### src/rtl/sts_pkg.sv
package sts_pkg;

    localparam int INDEX_BITS = 10;
    localparam int VALUE_BITS = 32;
    localparam int REG_BITS   = 11;

    // Configuration register indexes.
    localparam logic REG_NUM_ROWS = 1'b0;
    localparam logic REG_NUM_COLS = 1'b1;

    typedef struct packed {
        logic        [INDEX_BITS-1:0] entry_row;
        logic        [INDEX_BITS-1:0] entry_col;
        logic signed [VALUE_BITS-1:0] entry_value;
        logic                         entry_last;
    } in_item_t;

    typedef struct packed {
        logic        [INDEX_BITS-1:0] out_row;
        logic        [INDEX_BITS-1:0] out_col;
        logic signed [VALUE_BITS-1:0] out_value;
        logic                         out_last;
    } out_item_t;

    // One stored triple as it sits in the RAM.
    typedef struct packed {
        logic [INDEX_BITS-1:0] row;
        logic [INDEX_BITS-1:0] col;
        logic [VALUE_BITS-1:0] value;
    } triple_t;

    typedef enum logic [2:0] {
        STEP_IDLE,
        STEP_INIT,
        STEP_TEST_COL,
        STEP_ISSUE,
        STEP_CHECK,
        STEP_NEXT_COL,
        STEP_FLUSH
    } step_t;

    typedef enum logic [1:0] {
        COND_ALWAYS,
        COND_NO_GO,
        COND_COL_DONE,
        COND_ROW_DONE
    } cond_t;

    // Control word of one microcode step. The jump to target is taken when
    // cond holds; otherwise the sequencer falls through to the next step.
    typedef struct packed {
        logic  ready;
        logic  clr_scan;
        logic  rd_en;
        logic  check;
        logic  inc_col;
        logic  flush;
        cond_t cond;
        step_t target;
    } ctrl_t;

    typedef struct packed {
        logic go;
        logic col_done;
        logic row_done;
    } status_t;

    function automatic ctrl_t microcode(step_t step);
        ctrl_t cw;
        cw = '0;
        cw.cond   = COND_ALWAYS;
        cw.target = STEP_IDLE;
        unique case (step)
            STEP_IDLE:
            begin
                cw.ready  = 1'b1;
                cw.cond   = COND_NO_GO;
                cw.target = STEP_IDLE;
            end
            STEP_INIT:
            begin
                cw.clr_scan = 1'b1;
                cw.cond     = COND_ALWAYS;
                cw.target   = STEP_TEST_COL;
            end
            STEP_TEST_COL:
            begin
                cw.cond   = COND_COL_DONE;
                cw.target = STEP_FLUSH;
            end
            STEP_ISSUE:
            begin
                cw.rd_en  = 1'b1;
                cw.cond   = COND_ROW_DONE;
                cw.target = STEP_NEXT_COL;
            end
            STEP_CHECK:
            begin
                cw.check  = 1'b1;
                cw.cond   = COND_ALWAYS;
                cw.target = STEP_ISSUE;
            end
            STEP_NEXT_COL:
            begin
                cw.inc_col = 1'b1;
                cw.cond    = COND_ALWAYS;
                cw.target  = STEP_TEST_COL;
            end
            STEP_FLUSH:
            begin
                cw.flush  = 1'b1;
                cw.cond   = COND_ALWAYS;
                cw.target = STEP_IDLE;
            end
            default:
            begin
                cw.cond   = COND_ALWAYS;
                cw.target = STEP_IDLE;
            end
        endcase
        return cw;
    endfunction

endpackage

### src/rtl/sts_ram.sv
module sts_ram
    #(
        parameter int WIDTH = 52,
        parameter int DEPTH = 64,
        localparam int ADDR_W = (DEPTH > 1) ? $clog2(DEPTH) : 1
    )
    (
        input  logic              clk,
        input  logic              wr_en,
        input  logic [ADDR_W-1:0] wr_addr,
        input  logic [WIDTH-1:0]  wr_data,
        input  logic              rd_en,
        input  logic [ADDR_W-1:0] rd_addr,
        output logic [WIDTH-1:0]  rd_data
    );

    logic [WIDTH-1:0] mem [DEPTH];

    always_ff @(posedge clk)
    begin
        if (wr_en)
        begin
            mem[wr_addr] <= wr_data;
        end
        if (rd_en)
        begin
            rd_data <= mem[rd_addr];
        end
    end

endmodule

### src/rtl/sts_sequencer.sv
module sts_sequencer
    import sts_pkg::*;
    (
        input  logic    clk,
        input  logic    rst_n,
        input  status_t status,
        output ctrl_t   ctrl
    );

    step_t step_reg;
    step_t step_next;
    ctrl_t cw;
    logic  taken;

    assign cw = microcode(step_reg);

    always_comb
    begin
        unique case (cw.cond)
            COND_ALWAYS:   taken = 1'b1;
            COND_NO_GO:    taken = !status.go;
            COND_COL_DONE: taken = status.col_done;
            COND_ROW_DONE: taken = status.row_done;
            default:       taken = 1'b1;
        endcase
        if (taken)
        begin
            step_next = cw.target;
        end
        else
        begin
            step_next = step_t'(3'(step_reg) + 3'd1);
        end
    end

    always_comb
    begin
        ctrl = cw;
    end

    always_ff @(posedge clk or negedge rst_n)
    begin
        if (!rst_n)
        begin
            step_reg <= STEP_IDLE;
        end
        else
        begin
            step_reg <= step_next;
        end
    end

endmodule

### src/rtl/sparse_triplet_transpose.sv
// Sparse matrix transpose over (row, column, value) triples.
// Input: one triple per transaction on entry, taken at a clock edge where
// start is high and busy is low. Each accepted triple is appended to a store
// of MAX_ENTRIES places; further triples are dropped until the matrix ends.
// The triple with entry_last set ends the matrix and starts the transpose;
// busy stays high until every result has gone out.
// Output: each transposed triple is shown on result for exactly one cycle
// with result_strobe high. The receiver cannot stall; it must take every
// strobe. The final result carries out_last.
// Flow: a triple without the last mark is taken in and busy stays low. After the
// last triple, the scan walks columns 0 up to min(num_cols, 1024) - 1, and
// each stored triple costs one RAM read and one compare step per column;
// each match waits for the next match or the final flush before it goes out.
// Configuration: cfg_write, cfg_index and cfg_data write num_cols (index 1);
// index 0 (num_rows) is accepted but not stored; write only while busy is low.
// Reset clears the store count, the scan state and num_cols to 1.
module sparse_triplet_transpose
    import sts_pkg::*;
    #(
        parameter int MAX_ENTRIES = 64
    )
    (
        input  logic                clk,
        input  logic                rst_n,
        input  logic                start,
        output logic                busy,
        input  in_item_t            entry,
        output logic                result_strobe,
        output out_item_t           result,
        input  logic                cfg_write,
        input  logic                cfg_index,
        input  logic [REG_BITS-1:0] cfg_data
    );

    localparam int CNT_W  = $clog2(MAX_ENTRIES + 1);
    localparam int ADDR_W = (MAX_ENTRIES > 1) ? $clog2(MAX_ENTRIES) : 1;
    localparam int TW     = $bits(triple_t);

    ctrl_t   ctrl;
    status_t status;

    logic [REG_BITS-1:0]   num_cols_reg;
    logic [CNT_W-1:0]      count_reg, count_next;
    logic [INDEX_BITS:0]   col_reg, col_next;
    logic [CNT_W-1:0]      row_reg, row_next;
    logic                  pend_valid_reg, pend_valid_next;
    triple_t               pend_reg, pend_next;
    logic                  strobe_reg, strobe_next;
    out_item_t             result_reg, result_next;

    logic                  accept;
    logic                  wr_en;
    triple_t               wr_triple;
    logic [TW-1:0]         rd_bits;
    triple_t               rd_triple;
    logic                  match;

    assign busy   = !ctrl.ready;
    assign accept = start && ctrl.ready;
    assign wr_en  = accept && (count_reg != CNT_W'(MAX_ENTRIES));

    assign wr_triple.row   = entry.entry_row;
    assign wr_triple.col   = entry.entry_col;
    assign wr_triple.value = entry.entry_value;
    assign rd_triple       = rd_bits;

    // Columns at or above 1024 can never match a stored index.
    assign status.go       = start && entry.entry_last;
    assign status.col_done = (REG_BITS'(col_reg) >= num_cols_reg) || col_reg[INDEX_BITS];
    assign status.row_done = (row_reg >= count_reg);

    assign match = ctrl.check && (rd_triple.col == col_reg[INDEX_BITS-1:0]);

    sts_sequencer u_seq
    (
        .clk    (clk),
        .rst_n  (rst_n),
        .status (status),
        .ctrl   (ctrl)
    );

    sts_ram
    #(
        .WIDTH (TW),
        .DEPTH (MAX_ENTRIES)
    )
    u_store
    (
        .clk     (clk),
        .wr_en   (wr_en),
        .wr_addr (count_reg[ADDR_W-1:0]),
        .wr_data (wr_triple),
        .rd_en   (ctrl.rd_en),
        .rd_addr (row_reg[ADDR_W-1:0]),
        .rd_data (rd_bits)
    );

    // A match is held back until the next match or the flush, so the last result
    // can be flagged once the scan knows nothing follows it.
    always_comb
    begin
        count_next      = count_reg;
        col_next        = col_reg;
        row_next        = row_reg;
        pend_valid_next = pend_valid_reg;
        pend_next       = pend_reg;
        strobe_next     = 1'b0;
        result_next     = result_reg;

        if (wr_en)
        begin
            count_next = count_reg + CNT_W'(1);
        end
        if (ctrl.clr_scan)
        begin
            col_next        = '0;
            row_next        = '0;
            pend_valid_next = 1'b0;
        end
        if (ctrl.inc_col)
        begin
            col_next = col_reg + (INDEX_BITS + 1)'(1);
            row_next = '0;
        end
        if (ctrl.check)
        begin
            row_next = row_reg + CNT_W'(1);
        end
        if (match)
        begin
            pend_valid_next = 1'b1;
            pend_next       = rd_triple;
        end
        if ((match || ctrl.flush) && pend_valid_reg)
        begin
            strobe_next           = 1'b1;
            result_next.out_row   = pend_reg.col;
            result_next.out_col   = pend_reg.row;
            result_next.out_value = pend_reg.value;
            result_next.out_last  = ctrl.flush;
        end
        if (ctrl.flush)
        begin
            count_next      = '0;
            pend_valid_next = 1'b0;
        end
    end

    always_ff @(posedge clk or negedge rst_n)
    begin
        if (!rst_n)
        begin
            num_cols_reg   <= REG_BITS'(1);
            count_reg      <= '0;
            col_reg        <= '0;
            row_reg        <= '0;
            pend_valid_reg <= 1'b0;
            strobe_reg     <= 1'b0;
        end
        else
        begin
            // Only num_cols is stored; a write to the row count (index 0) has no
            // effect on any result.
            if (cfg_write && (cfg_index == REG_NUM_COLS))
            begin
                num_cols_reg <= cfg_data;
            end
            count_reg      <= count_next;
            col_reg        <= col_next;
            row_reg        <= row_next;
            pend_valid_reg <= pend_valid_next;
            strobe_reg     <= strobe_next;
        end
    end

    always_ff @(posedge clk)
    begin
        pend_reg   <= pend_next;
        result_reg <= result_next;
    end

    assign result_strobe = strobe_reg;
    assign result        = result_reg;

endmodule
### config.mk
export PLATFORM = sky130hd
export DESIGN_NAME = sparse_triplet_transpose
export DESIGN_NICKNAME = d
export VERILOG_FILES = /design/src/rtl/sts_pkg.sv /design/src/rtl/sts_ram.sv /design/src/rtl/sts_sequencer.sv /design/src/rtl/sparse_triplet_transpose.sv
export SDC_FILE = /design/constraint.sdc
export NUM_CORES = 2
export LEC_CHECK = 0
export ABC_CLOCK_PERIOD_IN_PS = 8100
export BUFFER_PORTS_ARGS = -buffer_cell sky130_fd_sc_hd__buf_2
export CORE_MARGIN = 2
export CORE_UTILIZATION = 60
export CTS_CLUSTER_SIZE = 25
export DETAILED_ROUTE_END_ITERATION = 6
export PLACE_DENSITY = 0.76
export RECOVER_POWER = 100
export SETUP_SLACK_MARGIN = 0.15
export SKIP_CTS_REPAIR_TIMING = 1
export SYNTH_ARGS = -nofsm -noshare
export SYNTH_HDL_FRONTEND = slang
export SYNTH_SLANG_ARGS = --single-unit
### constraint.sdc
create_clock -name clk -period 8.1 [get_ports clk]
set_clock_uncertainty 0.1 [all_clocks]
set_input_delay 0.81 -clock clk [delete_from_list [all_inputs] [get_ports clk]]
set_output_delay 0.81 -clock clk [all_outputs]
set_load 0.01 [all_outputs]
==> impl_metrics.json <==
{
  "final_cells": 9214,
  "ys_async_sr_fraction_pct": 1.16,
  "vias": 66400,
  "synth-edff-count": 3485,
  "die_h_um": 474,
  "wl_mm": 360,
  "ys.flop_type": "edfxtp_1",
  "htreeDepth": 5,
  "critical_path_arrival_ps": 6890,
  "hold_path.class": "input pin to flop",
  "fin_crit_ps": 6300,
  "critPathLaunchType": "flop",
  "placed_cells": 8586,
  "rows": 172,
  "failed_checks": "DRC, capacitance limit, slew limit",
  "grt_pass1_vias": 66100,
  "gr-total-overflow": 0,
  "die_area_um2": 225000,
  "antenna_found_initial": 19,
  "clock_latency_ps": 970,
  "fin_nets": 6088,
  "fmax_ghz": 0.159,
  "maxSlewHeadroom_pct": -225,
  "setup_slack_ps": 1800,
  "crit_type": "flop to flop",
  "synth_top_cell_by_area": "edfxtp_1",
  "p_int_uw": 32200,
  "rsz0062_at_grt": "false",
  "synth.distinct_cells": 50,
  "drv_slew": 5998,
  "num_io_pins": 124,
  "syn_inst": 5646,
  "drtIter0Drc": 11000,
  "power_switching_uw": 10300,
  "place_congestion": 0.849,
  "pwr-share-seq_pct": 48.7,
  "worstSetupEndpointType": "flop",
  "syn_area_um2": 133000,
  "grt_max_degree": 131,
  "cts.sinks": 3526,
  "p_per_area_nw_per_um2": 288,
  "final_core_util_pct": 67.2,
  "ys_seq_area_share_pct": 79.6,
  "drt_first_pass_iters": 7,
  "cts_tree": "yes",
  "largest_reg_flops": 3328,
  "fp.dieW_um": 474,
  "clockPowerShare_pct": 36.6,
  "p_leak_uw": 0.0445,
  "viasPerCell": 7.21,
  "start_util_pct": 60.4,
  "yosysWarnings": 0,
  "critical_path_peak_fanout": 130,
  "ys_ff_latch": 3526,
  "dp_worst_setup_slack_ps": 3750,
  "period_share_pct": 77.7,
  "area_delta_synth_final_pct": 11.3,
  "clk_path_buf_depth": 4,
  "synth_fp_nets": 5742,
  "track_usage_pct": 32.3,
  "numCtsBuffers": 350,
  "switching_share_pct": 24.2,
  "post-dp-hpwl_mm": 184,
  "cts_root_buf": "clkbuf_16",
  "ant_nets": 0,
  "io_buffers": 123,
  "drc_errors": 29,
  "tns_ps": 0,
  "post_drt_wl_per_cell_um": 39.1,
  "max_cap_violations": 141,
  "yosys.area.top_type_share_pct": 78.8,
  "grt_pass1_wl_mm": 503,
  "combPwrFrac_pct": 14.8,
  "coreArea_um2": 220000,
  "drive_above_1_share_pct": 23.5,
  "worst_slew_pin_slew_ps": 4880,
  "worstPathRequired_ps": 8700,
  "synth_area_leaders": "edfxtp_1 (79%), mux4_2 (14%), a22oi_1 (0.86%)",
  "syn_area_per_cell_um2": 23.5,
  "setup-violations-final": 0,
  "cts.clk_slew.worst_paths_ps": 60,
  "peakVddDrop_mv": 0.335,
  "outcome": "finished, violations left",
  "hold_viol": 0
}
-- kinds of logic (layout without fill, tap and decap cells) --
kind of cell | after synthesis | in the layout | synth area share (%)
compound gates | 540 | 540 | 3.09
fa+ha+maj | 27 | 27 | 0.254
simple gates | 265 | 265 | 0.884
other cells | 0 | 13 | 0
buf+inv | 340 | 937 | 1.21
xor+xnor | 18 | 18 | 0.119
flops | 3526 | 3526 | 79.6
mux | 930 | 930 | 14.9
-- Yosys cell counts, drive strengths merged (7+ instances only) --
cell     count
o221ai      35
a221oi      96
nor2        90
mux2i       85
nand3       58
nand4        7
nand2b       7
mux2        13
xor2        15
mux4       832
a22o        89
o21ai       66
ha          27
a22oi      152
nand2       78
clkbuf     151
buf        158
o211ai      49
edfxtp    3485
o2111ai      8
nor2b        8
dfrtp       40
inv         29
a21oi       28
-- cell usage in the layout, fill, tap and decap left out, types with 36 or more instances in the layout --
master | netlist | final
o21ai_0 | 46 | 52
nand2_1 | 78 | 77
mux2i_1 | 85 | 85
clkinv_2 | 0 | 61
clkinv_1 | 2 | 75
buf_4 | 15 | 54
a22o_1 | 89 | 89
a22oi_1 | 152 | 152
buf_2 | 79 | 36
dfrtp_1 | 40 | 37
nand3_1 | 58 | 58
a221oi_1 | 96 | 96
clkbuf_1 | 151 | 249
mux4_2 | 832 | 832
nor2_1 | 89 | 55
edfxtp_1 | 3485 | 3485
clkbuf_16 | 0 | 355
o211ai_1 | 49 | 49
-- final timing paths --
path | to | start | slack, ps | cells after the start
worst max-delay path | u_store.rd_data[44]$_DFFE_PP_ | row_reg[1]$_DFFE_PN0P_ | 1800 | 6
worst min-delay path | u_seq.step_reg[2]$_DFF_PN0_ | entry[0] | 270 | 5
worst max register to register | u_store.rd_data[44]$_DFFE_PP_ | row_reg[1]$_DFFE_PN0P_ | 1800 | 6
worst min register to register | result[28]$_DFFE_PP_ | pend_reg[27]$_DFFE_PP_ | 310 | 0
max in group asynchronous | row_reg[0]$_DFFE_PN0P_ | rst_n | 4750 | 2
min in group asynchronous | num_cols_reg[9]$_DFFE_PN0P_ | rst_n | 1150 | 2
-- critical path: stages, from the launching register on --
cell and delay [ps]:
dfrtp_1 2240, buf_12 590, clkbuf_1 1490, mux4_2 450, mux2i_1 280, o211ai_1 250, a22o_1 300
-- cell type report --
class	count	area [um2]
fillers	13100	72100
multi-input cells	1780	25800
diodes	13	32.5
flip-flops and latches	3526	106000
well taps	2958	3700
repair buffers	303	1750
inverters	31	118
clock inverters	179	1610
clock buffers	424	9150
-- metrics by stage --
step	total power, uW	hold WS (ps)	area [um2]
after global routing	43600	281	148000
after CTS	42600	-98.5	148000
final	42500	271	148000
after global placement	27200	302	138000
after detailed placement	27300	305	138000
after floorplan	25400	300	133000
-- power by group through the flow --
stage | Combinational [uW] | Sequential [uW] | Clock [uW]
after floorplan | 4550 | 20800 | 0
after detailed placement | 6250 | 21000 | 0
after global placement | 6180 | 21000 | 0
final | 6280 | 20700 | 15500
after global routing | 6620 | 20700 | 16300
after CTS | 6340 | 20600 | 15600
-- layer usage --
| layer | up-vias | routed length (um) | global-route usage (%) |
|---|---|---|---|
| met3 | 980 | 48000 | 9.15 |
| met5 | - | 46 | 0 |
| met1 | 35000 | 122000 | 43.0 |
| met4 | 8 | 19000 | 14.8 |
| li1 | 25000 | - | - |
| met2 | 5449 | 171000 | 50.3 |
No activity file was read; power rests on OpenSTA's default activity.
